[src/segc_ctrl.sv]
`timescale 1ns / 1ps

module segc_ctrl #(
  parameter int N = 4
) (
  input  logic         clk,
  input  logic         rst,
  input  logic         in_valid,
  output logic         in_ready,
  input  logic         out_ready,
  output logic         out_valid,
  output logic [N-1:0] load
);

  logic [N-1:0] v;
  logic [N-1:0] v_in;
  logic [N:0]   rdy;

  assign rdy[N] = out_ready;

  // A stage takes a new beat when it is empty or its content moves on
  for (genvar s = 0; s < N; s++) begin : g_rdy
    assign rdy[s] = ~v[s] | rdy[s+1];
  end

  assign v_in      = {v[N-2:0], in_valid};
  assign load      = rdy[N-1:0] & v_in;
  // Refuse beats while reset is held so none is dropped
  assign in_ready  = rdy[0] & ~rst;
  assign out_valid = v[N-1];

  always_ff @(posedge clk) begin
    if (rst) begin
      v <= '0;
    end else begin
      v <= (v & ~rdy[N-1:0]) | (v_in & rdy[N-1:0]);
    end
  end

endmodule

[config.mk]
export PLATFORM = sky130hd
export DESIGN_NAME = segc_ctrl
export DESIGN_NICKNAME = d
export VERILOG_FILES = /design/src/segc_ctrl.sv
export SDC_FILE = /design/constraint.sdc
export NUM_CORES = 1
export LEC_CHECK = 0
export BUFFER_PORTS_ARGS = -buffer_cell sky130_fd_sc_hd__clkbuf_2
export CAP_MARGIN = 20
export CELL_PAD_IN_SITES_DETAIL_PLACEMENT = 0
export CELL_PAD_IN_SITES_GLOBAL_PLACEMENT = 1
export CORE_AREA = 2 2 39 41
export DETAILED_ROUTE_END_ITERATION = 12
export DIE_AREA = 0 0 41 43
export PLACE_DENSITY_LB_ADDON = 0.1
export RECOVER_POWER = 100
export SLEW_MARGIN = 20
export SYNTH_ARGS = -nofsm -noshare
export SYNTH_HDL_FRONTEND = slang
export SYNTH_SLANG_ARGS = --single-unit
[constraint.sdc]
create_clock -name clk -period 2.4 [get_ports clk]
set_input_delay 0.48 -clock clk [delete_from_list [all_inputs] [get_ports clk]]
set_output_delay 0.48 -clock clk [all_outputs]
set_load 0.1 [all_outputs]
### After elaboration in Yosys (flattened, before gate mapping)

Cells that the tools add are included.

| storage, ports and cells | value |
|---|---|
| register bits after elaboration | 4 |
| input bits | 4 |
| output and inout port bits | 6 |
| logic and storage cells | 15 |

| cells by class | value |
|---|---|
| bitwise logic cells | 14 |

Operators with widths:

| cell | number |
|---|---|
| $and 4x4->4 | 2 |
| $not 1->1 | 5 |
| $not 4->4 | 1 |
| $or 1x1->1 | 4 |
| $or 4x4->4 | 1 |
| $and 1x1->1 | 1 |

### Longest topological paths before layout

| depth | value |
|---|---|
| depth in word-level cells | 8 |
| gate-level depth with buffers | 2 |
| mapped depth without buffers | 2 |

### Worst setup path before layout

No wires, ideal clock.

| timing path | value |
|---|---|
| kind | reg-to-output |
| start point | reg (tool-made name) |
| end point | out in_ready |
| arrival time | 2534 ps |
| data required time | 1920 ps |
| path slack | -614 ps |
| cell stages (with the launch flop) | 3 |
| buffers on the path | 0 |
| path through | dfxtp_1 -> and4b_4 -> a21oi_1 |

RTL lines:

| item | RTL line | RTL |
|---|---|---|
| end, declared | 9 | `output logic in_ready,` |

==> impl_results.md <==
* Highest Signal Layer: met4
* Cell variety after synth at 12
* Critical path class: reg2out
* CP Launch Type: flip-flop
* Pleak at approximately 0.12 nW
* Slew Viols, Final at 0
* Standard-cell rows at 14
* Routed wire length at 477 um
* CP max FO at 5
* Clock Skew at 0.00132 ns
* Crit-path leading delay family: buffers and inverters
* Worst slew margin at 23.0%
* Post-layout min period at 1.98 ns
* Clock sinks at 4
* Vias per Instance at between 3 and 4
* Pin count of the biggest net entering global routing at 7
* Layout fillers at approximately 160
* WL met3 at 54 um
* Mapped Area at between 150 and 200 um^2
* Final period util at 82.6%
* CTS Buffer Depth at 2
* Core area at around 1400 um^2
* Design area at 280 um^2
* Post-synth EDFFs at 0
* WP data required at 1.92 ns
* Initial antenna violation count at 0
* Diode count at 0
* Area contributors post-synth: dfxtp_1 (42%), a21oi_1 (10%), and4b_4 (7.2%)
* Final hold violations at 0
* Gr ovfl total at 0
* Primary FF master, synth: dfxtp_1
* Critical path's slowest cell: clkbuf_1
* Synth top area share at a little over two fifths
* CTS Hold Bufs at 0
* Layout cell share with drive strength beyond 1 at 45.5%
* PortBufs at 9
* Hold slack final at 0.473 ns
* Cell taking the most area after synthesis: dfxtp_1
* GR Util All Layers at 7.21%
* Post-synthesis net count at 25
* Num CTS Buffers at 3
* Yosys reg bits at 4
* Final #Nets at 39
* Crit path largest cell delay at 0.88 ns
* Hold Crit Class: reg2reg
* Io pins at 10
* Maximum vdd drop at 229 uV
* Total die area at roughly 1800 um^2
* Crit path cell chain: clkbuf_1
* Die Wd at 41 um
* Global-route wire length before repair at just under 800 um
* Met1 Wirelength at 204 um
* Antenna Nets Post-Route at 0
* Critical Path AT at 1.50 ns
* Drt initial violations at 0
* Area Growth Syn to Fin at 46.4%
* Slew @ Worst Pin at 1.16 ns
* Max Freq at 0.505 GHz
* Most instantiated cells after synthesis: a21oi_1 (4), dfxtp_1 (4), inv_1 (3)
* Number of max-cap violations at 0
* H-tree levels at 1
* Via count at 182
* Final setup viols at 0
* DR DRC count at 0
* Initial core utilization at between 10% and 20%
* Bufs and invs on worst path at 1
* RSZ-0062 raised after global routing: false
* WL met2 at approximately 210 um
* Synthesized area per cell at 9.12 um^2
* DR pass1 iterations at 1
* Post-Syn Instances at 21
* Final HPWL DP at roughly 370 um
* Cell Pwr Density at 710 nW/um^2
* Placer Congestion at 0.586
* Clock-pin transition on the worst setup and hold timing paths at approximately 0.04 ns
* Placed Area at approximately 270 um^2
* Seq/Total Area, Yosys at a little over two fifths
* CTS resizes at 0
* # Post-CTS Setup Buffers at 0
* YS warnings at 0
* Die height at 43 um
* Asr flop ratio synth at 0%
* CTS tree: yes
* Vias in the first global route at around 210
* Wire per inst at just under 10 um
* Clk Latency, worst-skew pair at 0.23 ns
* Critical Path End Type: primary output
* Fin Setup TNS at 0 ns
* CTS root buf: clkbuf_4
* Status: completed
==> cells by family after synthesis <==
logic type             synth area share [%]
AND/OR/NAND/NOR                        31.4
AO/OA/AOI/OAI                          20.9
buffers and inverters                  5.88
flip-flops                             41.8
==> area by class of cell <==
class                   instances  area [um^2]  share of cell area [%]
clock buffers                   3         22.5                    8.04
inverters                       3         11.3                    4.02
multi-input cells              14          103                    36.6
flip-flops and latches          4         80.1                    28.6
well taps                      16         20.0                    7.14
repair buffers                  9         43.8                    15.6
==> where the power goes <==
part / switching (mW) / internal, mW
Clock: 0.0249 / 0.0558
Sequential: 0.00234 / 0.0694
Combinational: 0.0381 / 0.00844
==> cells in the final DEF (no fill, tap or decap), drive strengths merged <==
cell	instances
clkbuf	12
and2	2
nand3b	1
a21boi	1
dfxtp	4
nand4b	1
and4b	1
inv	3
nand2b	2
nor2	1
o31ai	1
a21oi	4
==> final timing paths <==
path                  start   endpoint  slack (ns)  depth (start not counted)
hold / removal    flip-flop  flip-flop        0.47                          2
setup reg to reg  flip-flop  flip-flop        1.54                          2
hold reg to reg   flip-flop  flip-flop        0.47                          2
setup / recovery  flip-flop  out_valid        0.42                          1
==> through the flow <==
stage / total power, mW / instances / utilization (%) / worst slack, ns
global placement: 0.121 / 46 / 19.3 / 0.531
global route: 0.212 / 49 / 20.3 / 0.341
CTS: 0.206 / 49 / 20.9 / 0.495
detailed placement: 0.121 / 46 / 19.3 / 0.534
finish: 0.199 / 49 / 20.3 / 0.418
floorplan: 0.111 / 21 / - / 0.000798
==> metal layers <==
| metal | global-route usage (%) | up-vias |
|---|---|---|
| li1 | - | 96 |
| met1 | 8.31 | 74 |
| met2 | 8.75 | 10 |
| met3 | 1.57 | 2 |
| met4 | 10.0 | 0 |
| met5 | 0 | - |
(Power assumes the default switching activity.)
