**config.mk**
```make
export PLATFORM = sky130hd
export DESIGN_NAME = segc_dly
export DESIGN_NICKNAME = d
export VERILOG_FILES = /design/src/segc_dly.sv
export SDC_FILE = /design/constraint.sdc
export NUM_CORES = 1
export LEC_CHECK = 0
export BUFFER_PORTS_ARGS = -buffer_cell sky130_fd_sc_hd__clkbuf_2
export CORE_MARGIN = 2
export CORE_UTILIZATION = 25
export CTS_BUF_LIST = sky130_fd_sc_hd__clkbuf_8
export CTS_CLUSTER_DIAMETER = 50
export DETAILED_ROUTE_END_ITERATION = 8
export GPL_TIMING_DRIVEN = 0
export SETUP_SLACK_MARGIN = 0.02
export SYNTH_ARGS = -nofsm -noshare
export SYNTH_HDL_FRONTEND = slang
export SYNTH_SLANG_ARGS = --single-unit
```
**constraint.sdc**
```tcl
create_clock -name clk -period 0.8 [get_ports clk]
set_input_delay 0.16 -clock clk [delete_from_list [all_inputs] [get_ports clk]]
set_output_delay 0.16 -clock clk [all_outputs]
set_load 0.05 [all_outputs]
```
**src/segc_dly.sv**
```systemverilog
`timescale 1ns / 1ps

module segc_dly #(
  parameter int WIDTH = 8,
  parameter int DEPTH = 2
) (
  input  logic             clk,
  input  logic [DEPTH-1:0] en,
  input  logic [WIDTH-1:0] d,
  output logic [WIDTH-1:0] q
);

  logic [WIDTH-1:0] tap [DEPTH];

  // Advance each tap only when its pipeline stage loads
  for (genvar i = 0; i < DEPTH; i++) begin : g_tap
    if (i == 0) begin : g_first
      always_ff @(posedge clk) begin
        if (en[i]) begin
          tap[i] <= d;
        end
      end
    end else begin : g_next
      always_ff @(posedge clk) begin
        if (en[i]) begin
          tap[i] <= tap[i-1];
        end
      end
    end
  end

  assign q = tap[DEPTH-1];

endmodule

```
-- Yosys cells after proc, flatten, opt, wreduce, memory -nomap -nowiden
Memory sizes are Yosys's and may differ from the RTL's.
Cells that the tools add are included.
- memories kept: 1
- memory bits (writable): 16
- output and inout port bits: 8
- flip-flop bits (word level): 0
- mux-type cells: 4
- memory list (name ; depth ; bits a word ; read ports ; clocked after Yosys merged registers in ; wr ports ; line ; RTL):
    tap ; 2 ; 8 ; 2 ; 0 ; 2 ; 13 ; logic [WIDTH-1:0] tap [DEPTH];
- operators by type and width (operator ; number):
    1-bit 2-to-1 mux ; 4

-- Logic depth before layout (Yosys ltp)
- depth in word-level cells: 2
- mapped depth: 1

-- Worst setup path after synthesis
OpenSTA, ideal clock, no wires.
- path kind: reg2out
- start point: memory tap[1][0] (netlist: tap[0][8])
- end point: output port q[0]
- data required time: 0.640 ns
- cell stages (with the launch flop): 2
- setup slack: 0.117 ns
- buffers on the path: 1
- arrival: 0.523 ns
- path through: edfxtp_1 buf_4
- RTL lines (element ; line ; RTL):
    from (decl) ; 13 ;
    to (decl) ; 10 ; output logic [WIDTH-1:0] q

==> impl_metrics.json <==
{
  "final_common_cell": "sky130_fd_sc_hd__edfxtp_1",
  "cellLeakagePower_nw": 0.318,
  "max_cap_violations": 0,
  "mappedNetlistArea_sq_um": 541,
  "p_sw_share_pct": 20.9,
  "synthesis.area_per_instance_sq_um": 22.5,
  "failed_checks": "negative setup slack",
  "total_power_mw": 1.84,
  "port-buffer-count": 18,
  "worst_path_max_delay_cell": "sky130_fd_sc_hd__edfxtp_1",
  "gp_congestion": 0.592,
  "worst_r2r_path_depth": 0,
  "route.vias.total": 228,
  "reg2reg_setup_slack_ps": 160,
  "timing.hold.worst.start": "d[7]",
  "period_share_pct": 125,
  "synthesis.instances": 24,
  "min_cycle_time_layout_ps": 1000,
  "area_growth_syn_to_layout_pct": 49.1,
  "antenna_violations_before_repair": 0,
  "cts_setup_buffers": 0,
  "floorplan.die_area_sq_um": 2550,
  "crit-reg2reg-capture": "tap[0][14]",
  "clock-sinks": 16,
  "mappedNetlistNets": 35,
  "synth.yosys.warnings": 0,
  "vdd_drop_max_uv": 1060,
  "finish.net_count": 50,
  "drt-pass1-iter-count": 1,
  "core_area_sq_um": 2000,
  "timing.critical_path.buf_inv": 1,
  "cts_tree": "built",
  "top_level_ports": 19,
  "registers_with_the_most_flip_flops": "tap (16)",
  "placed_cells": 69,
  "run_status": "finished, violations left",
  "finClkSkew_ps": 0.357,
  "post_drt_wl_per_cell_um": 11.5,
  "largest_register_ff_count": 16,
  "path_class": "reg2out",
  "netlist-cell-type-count": 2,
  "grt.overflow.total": 0,
  "die_height_um": 50.5,
  "synth_seq_cells": 16,
  "drt_iter0_drc": 0,
  "root_buffer": "sky130_fd_sc_hd__clkbuf_8",
  "grt_use_total_pct": 7.30,
  "timing.critical_path.arrival_ps": 840,
  "final-hold-violation-count": 0,
  "report.final.setup_viol": 8,
  "relative_contribution_of_combinational_cells_to_total_power_pct": 13.6,
  "drc_errors": 0,
  "drv_slew": 0,
  "critical_path.max_stage_delay_ps": 410,
  "clk_pin_slew_ps": 60,
  "via_count_of_the_first_global_routing_pass": 270,
  "ant_nets": 0,
  "rsz0062_at_grt": "yes",
  "achievable-frequency_mhz": 998,
  "num_antenna_cells": 0,
  "critical_path.top_delay_family": "flip-flops",
  "drive_gt1_share_pct": 56.8,
  "fin_ws_ps": -202,
  "totalNegativeSetupSlack_ps": -1570,
  "dp_worst_setup_slack_ps": -78.9,
  "grt_pass1_wl_um": 1280,
  "leading_cell_types_in_the_layout_fill_and_taps_excluded": "sky130_fd_sc_hd__edfxtp_1 (16), sky130_fd_sc_hd__clkbuf_2 (10), sky130_fd_sc_hd__clkbuf_16 (8)",
  "origin_of_the_critical_flop_to_flop_path": "tap[0][6]",
  "p_switching_mw": 0.385,
  "biggest_fanout_along_the_worst_timing_path": 1,
  "p_clk_share_pct": 30.7,
  "worst_slew_margin_rel_pct": 86.3,
  "ctsHoldBuffers": 0,
  "fill_cells": 188,
  "clock_tree.htree_level_count": 1,
  "floorplan.initialDensity_pct": 27.0,
  "synth-seq-area-share_pct": 88.9,
  "internal_power_mw": 1.46,
  "timing.hold.worst_path_depth": 1,
  "numCtsBuffers": 3,
  "grt_max_degree": 9,
  "critical_path.cell_chain": "clkbuf_16",
  "multi_input_comb_cells": 0,
  "worstSetupEndpointType": "primary output",
  "clock_path_buffers": 2,
  "required_ps": 640,
  "worst_setup_path_start_kind": "register",
  "routed_wl_um": 733,
  "die_w_um": 50.5,
  "stdcell_count": 64,
  "multi_input_area_sq_um": 0,
  "regMostFlops": "tap",
  "power.share.sequential_pct": 55.7,
  "power.density_cell_area_nw_per_um2": 2290,
  "hold_path_end": "tap[0][7]",
  "worst_slew_pin_slew_ps": 206,
  "vias_per_cell": 3.56,
  "insertion_delay_ps": 240,
  "min_path_type": "in2reg",
  "std_cell_rows": 16
}
==> power by group through the flow <==
stage / logic (mW) / clock network, mW / registers (mW)
after floorplan: 0.134 / 0 / 1.02
after global placement: 0.191 / 0 / 1.03
after detailed placement: 0.196 / 0 / 1.03
after CTS: 0.252 / 0.592 / 1.03
after global routing: 0.260 / 0.629 / 1.03
final: 0.250 / 0.566 / 1.03
==> area by class of cell <==
type                    count  area, sq um  share of cell area [%]
repair buffers             18          250                    31.1
well taps                  27         33.8                    4.19
flip-flops and latches     16          480                    59.6
clock buffers               3         41.3                    5.12
==> layer usage <==
layer  track usage, %  share of wire, %
met1             8.85                44
met2             10.3                46
met5                0                 0
met4             5.41              0.55
met3             2.98               8.9
==> repair_timing <==
| action | CTS | global route |
|---|---|---|
| gates resized for setup | 24 | 0 |
| endpoints found under the setup margin | 8 | 8 |
| cloned | 0 | 0 |
==> stage by stage <==
stage | area (sq um) | hold slack [ps] | util, %
after floorplan | 541 | 259 | -
after global placement | 664 | 337 | 33.2
after detailed placement | 664 | 339 | 33.2
after CTS | 806 | 85.6 | 40.3
after global routing | 806 | 81.7 | 40.3
final | 806 | 91.6 | 40.3
==> synthesized netlist by cell type (all sizes together) <==
cell type	n	area [sq um]
edfxtp	16	480
buf	8	60.1
==> kinds of logic (layout without fill, tap and decap cells) <==
family	Yosys count	after routing	synth area share, %
DFF	16	16	88.9
buffers and inverters	8	21	11.1
==> worst max-delay path by stage <==
stage | from | endpoint | slack, ps | depth (start not counted)
2_1_floorplan | tap[0][8] | q[0] | 120 | 1
3_3_place_gp | tap[0][10] | q[2] | -70 | 2
3_5_place_dp | tap[0][8] | q[0] | -80 | 2
4_1_cts | tap[0][8] | q[0] | -220 | 1
5_1_grt | tap[0][9] | q[1] | -230 | 1
6_report | tap[0][15] | q[7] | -200 | 1
Power figures use the tool's default switching activity.
